--- src/rtl/core/pcsm_pkg.sv ---
`default_nettype none
package pcsm_pkg;
  localparam int AW = 12;
  localparam int DW = 32;
  localparam int StackDepth = 4096;

  typedef logic [AW-1:0] addr_t;
  typedef logic [DW-1:0] data_t;

  localparam logic [2:0] M_LIT = 3'd0;
  localparam logic [2:0] M_LOD = 3'd1;
  localparam logic [2:0] M_STO = 3'd2;
  localparam logic [2:0] M_CAL = 3'd3;
  localparam logic [2:0] M_INT = 3'd4;
  localparam logic [2:0] M_JMP = 3'd5;
  localparam logic [2:0] M_JPC = 3'd6;
  localparam logic [2:0] M_OPR = 3'd7;

  localparam logic [31:0] F_RET = 32'd0;
  localparam logic [31:0] F_NEG = 32'd1;
  localparam logic [31:0] F_ADD = 32'd2;
  localparam logic [31:0] F_SUB = 32'd3;
  localparam logic [31:0] F_MUL = 32'd4;
  localparam logic [31:0] F_DIV = 32'd5;
  localparam logic [31:0] F_ODD = 32'd6;
  localparam logic [31:0] F_EQ  = 32'd8;
  localparam logic [31:0] F_NE  = 32'd9;
  localparam logic [31:0] F_LT  = 32'd10;
  localparam logic [31:0] F_GE  = 32'd11;
  localparam logic [31:0] F_GT  = 32'd12;
  localparam logic [31:0] F_LE  = 32'd13;
  localparam logic [31:0] F_PRT = 32'd14;
  localparam logic [31:0] F_NL  = 32'd15;
  localparam logic [31:0] F_RD  = 32'd16;

  typedef struct packed {
    logic start;
    logic [DW-1:0] a;
    logic [DW-1:0] b;
  } div_req_t;

  typedef struct packed {
    logic done;
    logic [DW-1:0] q;
  } div_rsp_t;
endpackage
`default_nettype wire

--- src/rtl/core/pcsm_div.sv ---
`default_nettype none
// Radix-2 restoring divider on magnitudes, one quotient bit per cycle.
module pcsm_div
  import pcsm_pkg::*;
(
  input  wire logic     clk_i,
  input  wire logic     rst_ni,
  input  wire div_req_t req_i,
  output div_rsp_t      rsp_o
);
  logic [DW-1:0] rem_q, rem_d, quo_q, quo_d, den_q, den_d;
  logic [5:0] cnt_q, cnt_d;
  logic busy_q, busy_d, neg_q, neg_d, done_q, done_d;
  logic [DW:0] trial;
  logic [DW-1:0] shr;

  always_comb begin
    rem_d = rem_q; quo_d = quo_q; den_d = den_q; cnt_d = cnt_q;
    busy_d = busy_q; neg_d = neg_q; done_d = 1'b0;
    shr = {rem_q[DW-2:0], quo_q[DW-1]};
    trial = {1'b0, shr} - {1'b0, den_q};
    if (req_i.start) begin
      rem_d = '0;
      quo_d = req_i.a[DW-1] ? (~req_i.a + 1'b1) : req_i.a;
      den_d = req_i.b[DW-1] ? (~req_i.b + 1'b1) : req_i.b;
      neg_d = req_i.a[DW-1] ^ req_i.b[DW-1];
      cnt_d = '0;
      busy_d = 1'b1;
    end else if (busy_q) begin
      if (!trial[DW]) begin
        rem_d = trial[DW-1:0];
        quo_d = {quo_q[DW-2:0], 1'b1};
      end else begin
        rem_d = shr;
        quo_d = {quo_q[DW-2:0], 1'b0};
      end
      cnt_d = cnt_q + 6'd1;
      if (cnt_q == 6'(DW - 1)) begin
        busy_d = 1'b0;
        done_d = 1'b1;
      end
    end
  end

  always_ff @(posedge clk_i or negedge rst_ni) begin
    if (!rst_ni) begin
      busy_q <= 1'b0;
      done_q <= 1'b0;
      cnt_q  <= '0;
    end else begin
      busy_q <= busy_d;
      done_q <= done_d;
      cnt_q  <= cnt_d;
    end
  end

  always_ff @(posedge clk_i) begin
    rem_q <= rem_d;
    quo_q <= quo_d;
    den_q <= den_d;
    neg_q <= neg_d;
  end

  assign rsp_o.done = done_q;
  assign rsp_o.q    = neg_q ? (~quo_q + 1'b1) : quo_q;
endmodule
`default_nettype wire

--- config.mk ---
export PLATFORM = sky130hd
export DESIGN_NAME = pcsm_div
export DESIGN_NICKNAME = d
export VERILOG_FILES = /design/src/rtl/core/pcsm_pkg.sv /design/src/rtl/core/pcsm_div.sv
export SDC_FILE = /design/constraint.sdc
export NUM_CORES = 1
export LEC_CHECK = 0
export BUFFER_PORTS_ARGS = -buffer_cell sky130_fd_sc_hd__buf_2
export CORE_MARGIN = 10
export CORE_UTILIZATION = 48
export CTS_BUF_LIST = sky130_fd_sc_hd__clkbuf_8 sky130_fd_sc_hd__clkbuf_16
export CTS_CLUSTER_DIAMETER = 200
export DETAILED_ROUTE_END_ITERATION = 7
export GPL_TIMING_DRIVEN = 0
export HOLD_SLACK_MARGIN = 0.08
export PLACE_DENSITY = 0.68
export REMOVE_ABC_BUFFERS = 1
export SLEW_MARGIN = 10
export SYNTH_ARGS = -nofsm -noshare
export SYNTH_HDL_FRONTEND = slang
export SYNTH_SLANG_ARGS = --single-unit
--- constraint.sdc ---
create_clock -name clk_i -period 3.65 [get_ports clk_i]
set_clock_uncertainty 0.1 [all_clocks]
set_input_delay 0.365 -clock clk_i [delete_from_list [all_inputs] [get_ports clk_i]]
set_output_delay 0.365 -clock clk_i [all_outputs]
set_load 0.01 [all_outputs]
==> impl_metrics.toml, run 1 <==
[outcome]
outcome = "complete, no violations"

[min_path]
min_path_cells = 1
hp-start = "req_i[0]"
hp-class = "primary input to register"
min_delay_worst_endpoint = "den_q[0]$_DFFE_PP_"

[timing]
hold_viol = 0
max_freq_ghz = 0.283
rsz0062_at_grt = "no"
hold-worst-slack_ps = 122
maxSlewViolCount = 0
timing.final.ws_setup_ps = 110
layout_worst_path_cycle_share_pct = 97.0
layout_min_cycle_time_ps = 3540
max_slew_margin_pct = 34.8
fin_setup_tns_ps = 0
worstMarginPinSlew_ps = 977
finalSetupViolations = 0

[clock_network]
cts_tree = "built"
clock_sinks = 104
clkLatencyLatePin_ps = 360
root_buffer = "clkbuf_16"
clk_pin_slew_ps = 70
htree_num_levels = 3
cts_made_buffers = 9
clockBufferDepth = 2

[global_route]
use_met1_pct = 21.7
grt_max_degree = 87
gr-total-overflow = 0
grt_pass1_vias = 6086
grt_pass1_wl_um = 29400
gr-usage-all-layers_pct = 17.2
met2_usage_pct = 28.2
antenna_found_initial = 3
busiest_layer = "met2"
gr-usage-met3_pct = 4.56

[placed_design]
gp_congestion = 0.863
pre_cts_ws_ps = -442
hpwl_um = 12800
portBuffers = 99

[logic_synthesis]
ys_seq_area_share_pct = 37.3
ys_ff_latch = 104
synth_area_mm2 = 0.00743
yosysWarnings = 0
ys.flop_type = "edfxtp_1"
synthArstFlopShare_pct = 7.69
ys_types = 62
yosys-top-cells-area = "edfxtp_1, dfxtp_1, xnor2_1"
synth-edff-count = 65
yosys.area.top_type = "edfxtp_1"
synthCells = 851
synth_area_per_cell_um2 = 8.73
yosys.area.top_type_share_pct = 26.3

[worst_setup_path]
cp_data_arrival_time_ps = 3070
crit_path_frequent_cell = "or3_4"
critPathLaunchType = "register"
reg2reg_depth = 13
ff2ff_setup_slack_ps = 270
slowest_delay_ps = 460
slowest_stage = "or4_4"
regToRegEndpoint = "rem_q[5]$_SDFFE_PP0P_"
crit_chain = "or3_4 > nor4_4 > nand3_2 > or3_4 > or4_4 > o41ai_4 > buf_4 > xnor2_2 > buf_2"
crit_required_ps = 3180
crit_family = "simple AND/OR/NAND/NOR gates"
r2r-start = "quo_q[31]$_DFFE_PP_"
critPathKind = "register to output port"
critPathBufInv = 2
worst-path-max-fanout = 3
cp-end-kind = "output port"

[floorplanning]
pin_count = 100
fp.dieW_um = 144
rows = 45
die_h_um = 144
core-area_mm2 = 0.0152
die_area_mm2 = 0.0209
initial_core_util_pct = 48.9

[finish]
drive_gt1_share_pct = 15.9
area_growth_pct = 15.3
final_util_pct = 56.3
fin_nets = 1042

[routing]
wl_per_cell_um = 15.7
drtPass1Iterations = 5
drcViolationCount = 0
drt-vias-per-instance = 5.56
routed-via-count = 6305
ant_nets = 0
routed_wirelength_um = 17800
drt_iter0_markers = 385

[flow_run]
drv_cap = 0

[pwr]
ir_drop_mv = 0.236
p_per_area_mw_per_mm2 = 353
power.total_mw = 3.02
p_leak_nw = 3.45
Yosys cell counts, drive strengths merged (6+ instances only):
master,n
edfxtp,65
nand4,6
o41ai,11
clkbuf,32
or3,21
nor2,77
dfrtp,8
o21ai,63
inv,50
a311oi,16
a21o,10
nand2b,12
o31ai,23
mux2i,7
nand2,96
ha,36
xnor2,65
or4,13
dfxtp,31
nor3,6
nand3,13
xor2,49
a21oi,61
per-layer routing:
layer	vias up	wire length (µm)
met2	117	8430
met3	14	962
met5	-	13
li1	3261	-
met4	2	173
met1	2911	8190
layout by cell type, fill, tap and decap left out, types with 4 or more instances in the layout:
cell type,netlist,layout
o41ai_1,11,10
a311oi_1,16,16
or4_1,12,11
o21ai_0,62,59
o21a_1,5,5
or3_1,21,19
ha_1,36,36
a21o_1,10,10
nor2b_1,5,5
nand4_1,6,6
mux2i_1,7,7
nand2_1,96,96
buf_4,2,11
buf_2,0,98
a21oi_1,61,58
inv_1,50,50
edfxtp_1,65,65
nand3_1,13,12
o21bai_1,5,5
nor2_1,77,76
a211oi_1,4,4
xor2_1,49,49
clkbuf_16,0,9
a31oi_1,5,4
a32oi_1,5,5
dfxtp_1,31,31
nand2b_1,12,12
xnor2_1,65,64
dfrtp_1,8,7
o31ai_1,21,21
nor3_1,6,6
per-stage QoR:
step | cell area [µm²] | instances
2_1_floorplan | 7280 | 814
3_3_place_gp | 8010 | 1101
3_5_place_dp | 8090 | 1103
4_1_cts | 8490 | 1127
5_1_grt | 8560 | 1132
6_report | 8560 | 1134
where the power goes:
group          switching, mW  internal [mW]
combinational          0.383          0.302
clock                  0.438          0.457
sequential            0.0823           1.36
total                  0.903           2.12
worst register-to-register path: cells and delay by family (launching register included):
kind            cells  cell delay (ps)
simple gates        2              580
compound gates      7             1370
flops               1              320
fa+ha+maj           2              640
buf+inv             2              270
state kept, by name, summed over array words and instances, names as in the netlist:
name / flops
rem_q: 31
neg_q: 1
den_q: 32
quo_q: 32
done_q: 1
busy_q: 1
cnt_q: 6
worst max-delay path by stage:
| stage | from | endpoint | slack (ps) | cells after the start |
|---|---|---|---|---|
| floorplan | den_q[9]$_DFFE_PP_ | rem_q[0]$_SDFFE_PP0P_ | -280 | 11 |
| global placement | den_q[9]$_DFFE_PP_ | rem_q[0]$_SDFFE_PP0P_ | -1780 | 11 |
| detailed placement | quo_q[31]$_DFFE_PP_ | rem_q[15]$_SDFFE_PP0P_ | -440 | 12 |
| CTS | quo_q[2]$_DFFE_PP_ | rsp_o[31] | 5 | 8 |
| global route | quo_q[9]$_DFFE_PP_ | rsp_o[31] | 2 | 9 |
| finish | quo_q[9]$_DFFE_PP_ | rsp_o[23] | 110 | 9 |
cells by family after synthesis:
kind of cell | Yosys count | share of synthesized area, %
xor+xnor | 114 | 13.4
mux | 8 | 1.09
compound gates | 228 | 19.9
fa+ha+maj | 37 | 6.33
buf+inv | 87 | 4.51
flops | 104 | 37.3
simple gates | 273 | 17.4
area by class of cell:
cell class / count / area, µm²
fill: 1402 / 6640
multi-input combinational: 661 / 4450
sequential: 104 / 2770
timing repair buffer: 112 / 638
tap: 188 / 235
clock buffer: 9 / 225
inverter: 50 / 191
clock inverter: 7 / 38.8
antenna: 3 / 7.51
timing repair:
| action | 4_1_cts | 5_1_grt |
|---|---|---|
| endpoints found under the hold margin | 8 | 0 |
| pin swaps | 3 | 4 |
| cloned | 0 | 1 |
| hold buffers | 1 | 0 |
| resized for setup | 14 | 10 |
| buffers inserted | 7 | 3 |
| setup endpoints to repair | 38 | 61 |
(Power assumes the default switching activity.)
==> inputs of run 2 (changes only) <==
Clock period 3.65 ns to 3.6 ns, I/O delays scaled along.
==> impl_metrics.toml, run 2 (synthesis results as in run 1) <==
[global_route]
grt_pass1_wl_um = 29400
antenna_found_initial = 3
gr-total-overflow = 0
grt_pass1_vias = 6093
grt_max_degree = 87
gr-usage-all-layers_pct = 17.2

[timing]
fin_setup_tns_ps = 0
layout_worst_path_cycle_share_pct = 97.7
rsz0062_at_grt = "yes"
finalSetupViolations = 0
max_slew_margin_pct = 30.0
hold-worst-slack_ps = 117
worstMarginPinSlew_ps = 1050
layout_min_cycle_time_ps = 3520
maxSlewViolCount = 0
hold_viol = 0
max_freq_ghz = 0.284

[clock_network]
clk_pin_slew_ps = 70
cts_made_buffers = 9
clockBufferDepth = 2
clkLatencyLatePin_ps = 360
root_buffer = "clkbuf_16"
htree_num_levels = 3
cts_tree = "built"
clock_sinks = 104

[routing]
drtPass1Iterations = 5
routed_wirelength_um = 18100
met3_length_um = 948
wl_met1_um = 8310
drt_iter0_markers = 418
wl_per_cell_um = 15.9
dr_wl_met2_um = 8640
routed-via-count = 6352
drt-vias-per-instance = 5.59
top_layer_used = "met5"
ant_nets = 0
drcViolationCount = 0

[pwr]
ir_drop_mv = 0.240
p_leak_nw = 3.46
power.total_mw = 3.07
p_per_area_mw_per_mm2 = 356

[finish]
final_cell_mix = "buf_2, nand2_1, nor2_1"
area_growth_pct = 15.9
drive_gt1_share_pct = 16.7
reg_top3 = "den_q: 32 flops, quo_q: 32 flops, rem_q: 31 flops"
final_util_pct = 56.7
fin_nets = 1044
final_common_cell = "buf_2"
design_area_mm2 = 0.00861

[worst_setup_path]
crit_chain = "or3_4 > nor4_4 > nand3_2 > or3_4 > or4_4 > o41ai_4 > buf_4 > xnor2_2 > buf_2"
crit_required_ps = 3140
crit_path_frequent_cell = "or3_4"
critPathKind = "register to output port"
critPathLaunchType = "register"
slowest_delay_ps = 450
slowest_stage = "or4_4"
worst-path-max-fanout = 3
cp-end-kind = "output port"
cp_data_arrival_time_ps = 3060

[floorplanning]
fp.dieW_um = 144
core-area_mm2 = 0.0152
pin_count = 100
initial_core_util_pct = 48.9
die_h_um = 144
die_area_mm2 = 0.0209
rows = 45

[outcome]
outcome = "complete, no violations"

[placed_design]
place_area_mm2 = 0.00809
hpwl_um = 12800
gp_congestion = 0.863
portBuffers = 99

[flow_run]
drv_cap = 0

[min_path]
hp-class = "primary input to register"
-- run 2: cell types whose count changed in the layout (fill, tap and decap cells not counted), sizes merged --
cell,delta
buf,+1
clkbuf,+1
-- run 2: cell type report --
class	count	area, µm²
repair buffers	114	654
diodes	3	7.51
clock inverters	7	38.8
clock buffers	9	225
multi-input cells	661	4490
flip-flops and latches	104	2770
inverters	50	191
fillers	1394	6590
well taps	188	235
-- run 2: metal layers --
layer	GRT usage, %	up-vias
met1	21.6	2943
met2	28.4	119
li1	-	3272
met3	4.56	16
met4	4.68	2
met5	0	-
-- run 2: path summary, 6_finish.rpt --
check	start	slack [ps]	endpoint	cells past startpoint
setup / recovery	quo_q[9]$_DFFE_PP_	80	rsp_o[23]	9
hold / removal	req_i[0]	120	den_q[0]$_DFFE_PP_	1
setup reg to reg	quo_q[31]$_DFFE_PP_	250	rem_q[0]$_SDFFE_PP0P_	13
hold reg to reg	rem_q[30]$_SDFFE_PP0P_	390	rem_q[30]$_SDFFE_PP0P_	2
max in group asynchronous	rst_ni	2950	busy_q$_DFF_PN0_	2
min in group asynchronous	rst_ni	270	cnt_q[3]$_DFFE_PN0P_	2
-- run 2: report_power, final --
part           internal (mW)  switching [mW]  leakage (nW)
sequential              1.38          0.0847          1.00
clock                  0.463           0.443         0.136
combinational          0.309           0.392          2.32
-- run 2: through the flow --
step,worst slack (ps),std cells
floorplan,-333,814
global placement,-1830,1101
detailed placement,-492,1103
CTS,-7.15,1129
global route,-28.3,1134
finish,81.1,1136
-- run 2: critical path, delay by kind of cell (launching register included) --
kind                   cells  cell delay [ps]
XOR/XNOR                   1              100
AND/OR/NAND/NOR            5             1530
buffers and inverters      2              340
AO/OA/AOI/OAI              1              330
flip-flops                 1              400
-- run 2: timing repair --
action                                 CTS  global route
endpoints found under the hold margin    8             0
pin swaps                                2             6
setup endpoints to repair               39            49
hold buffers                             1             0
setup buffers                            9             2
resized for setup                       17            15
cloned                                   0             2
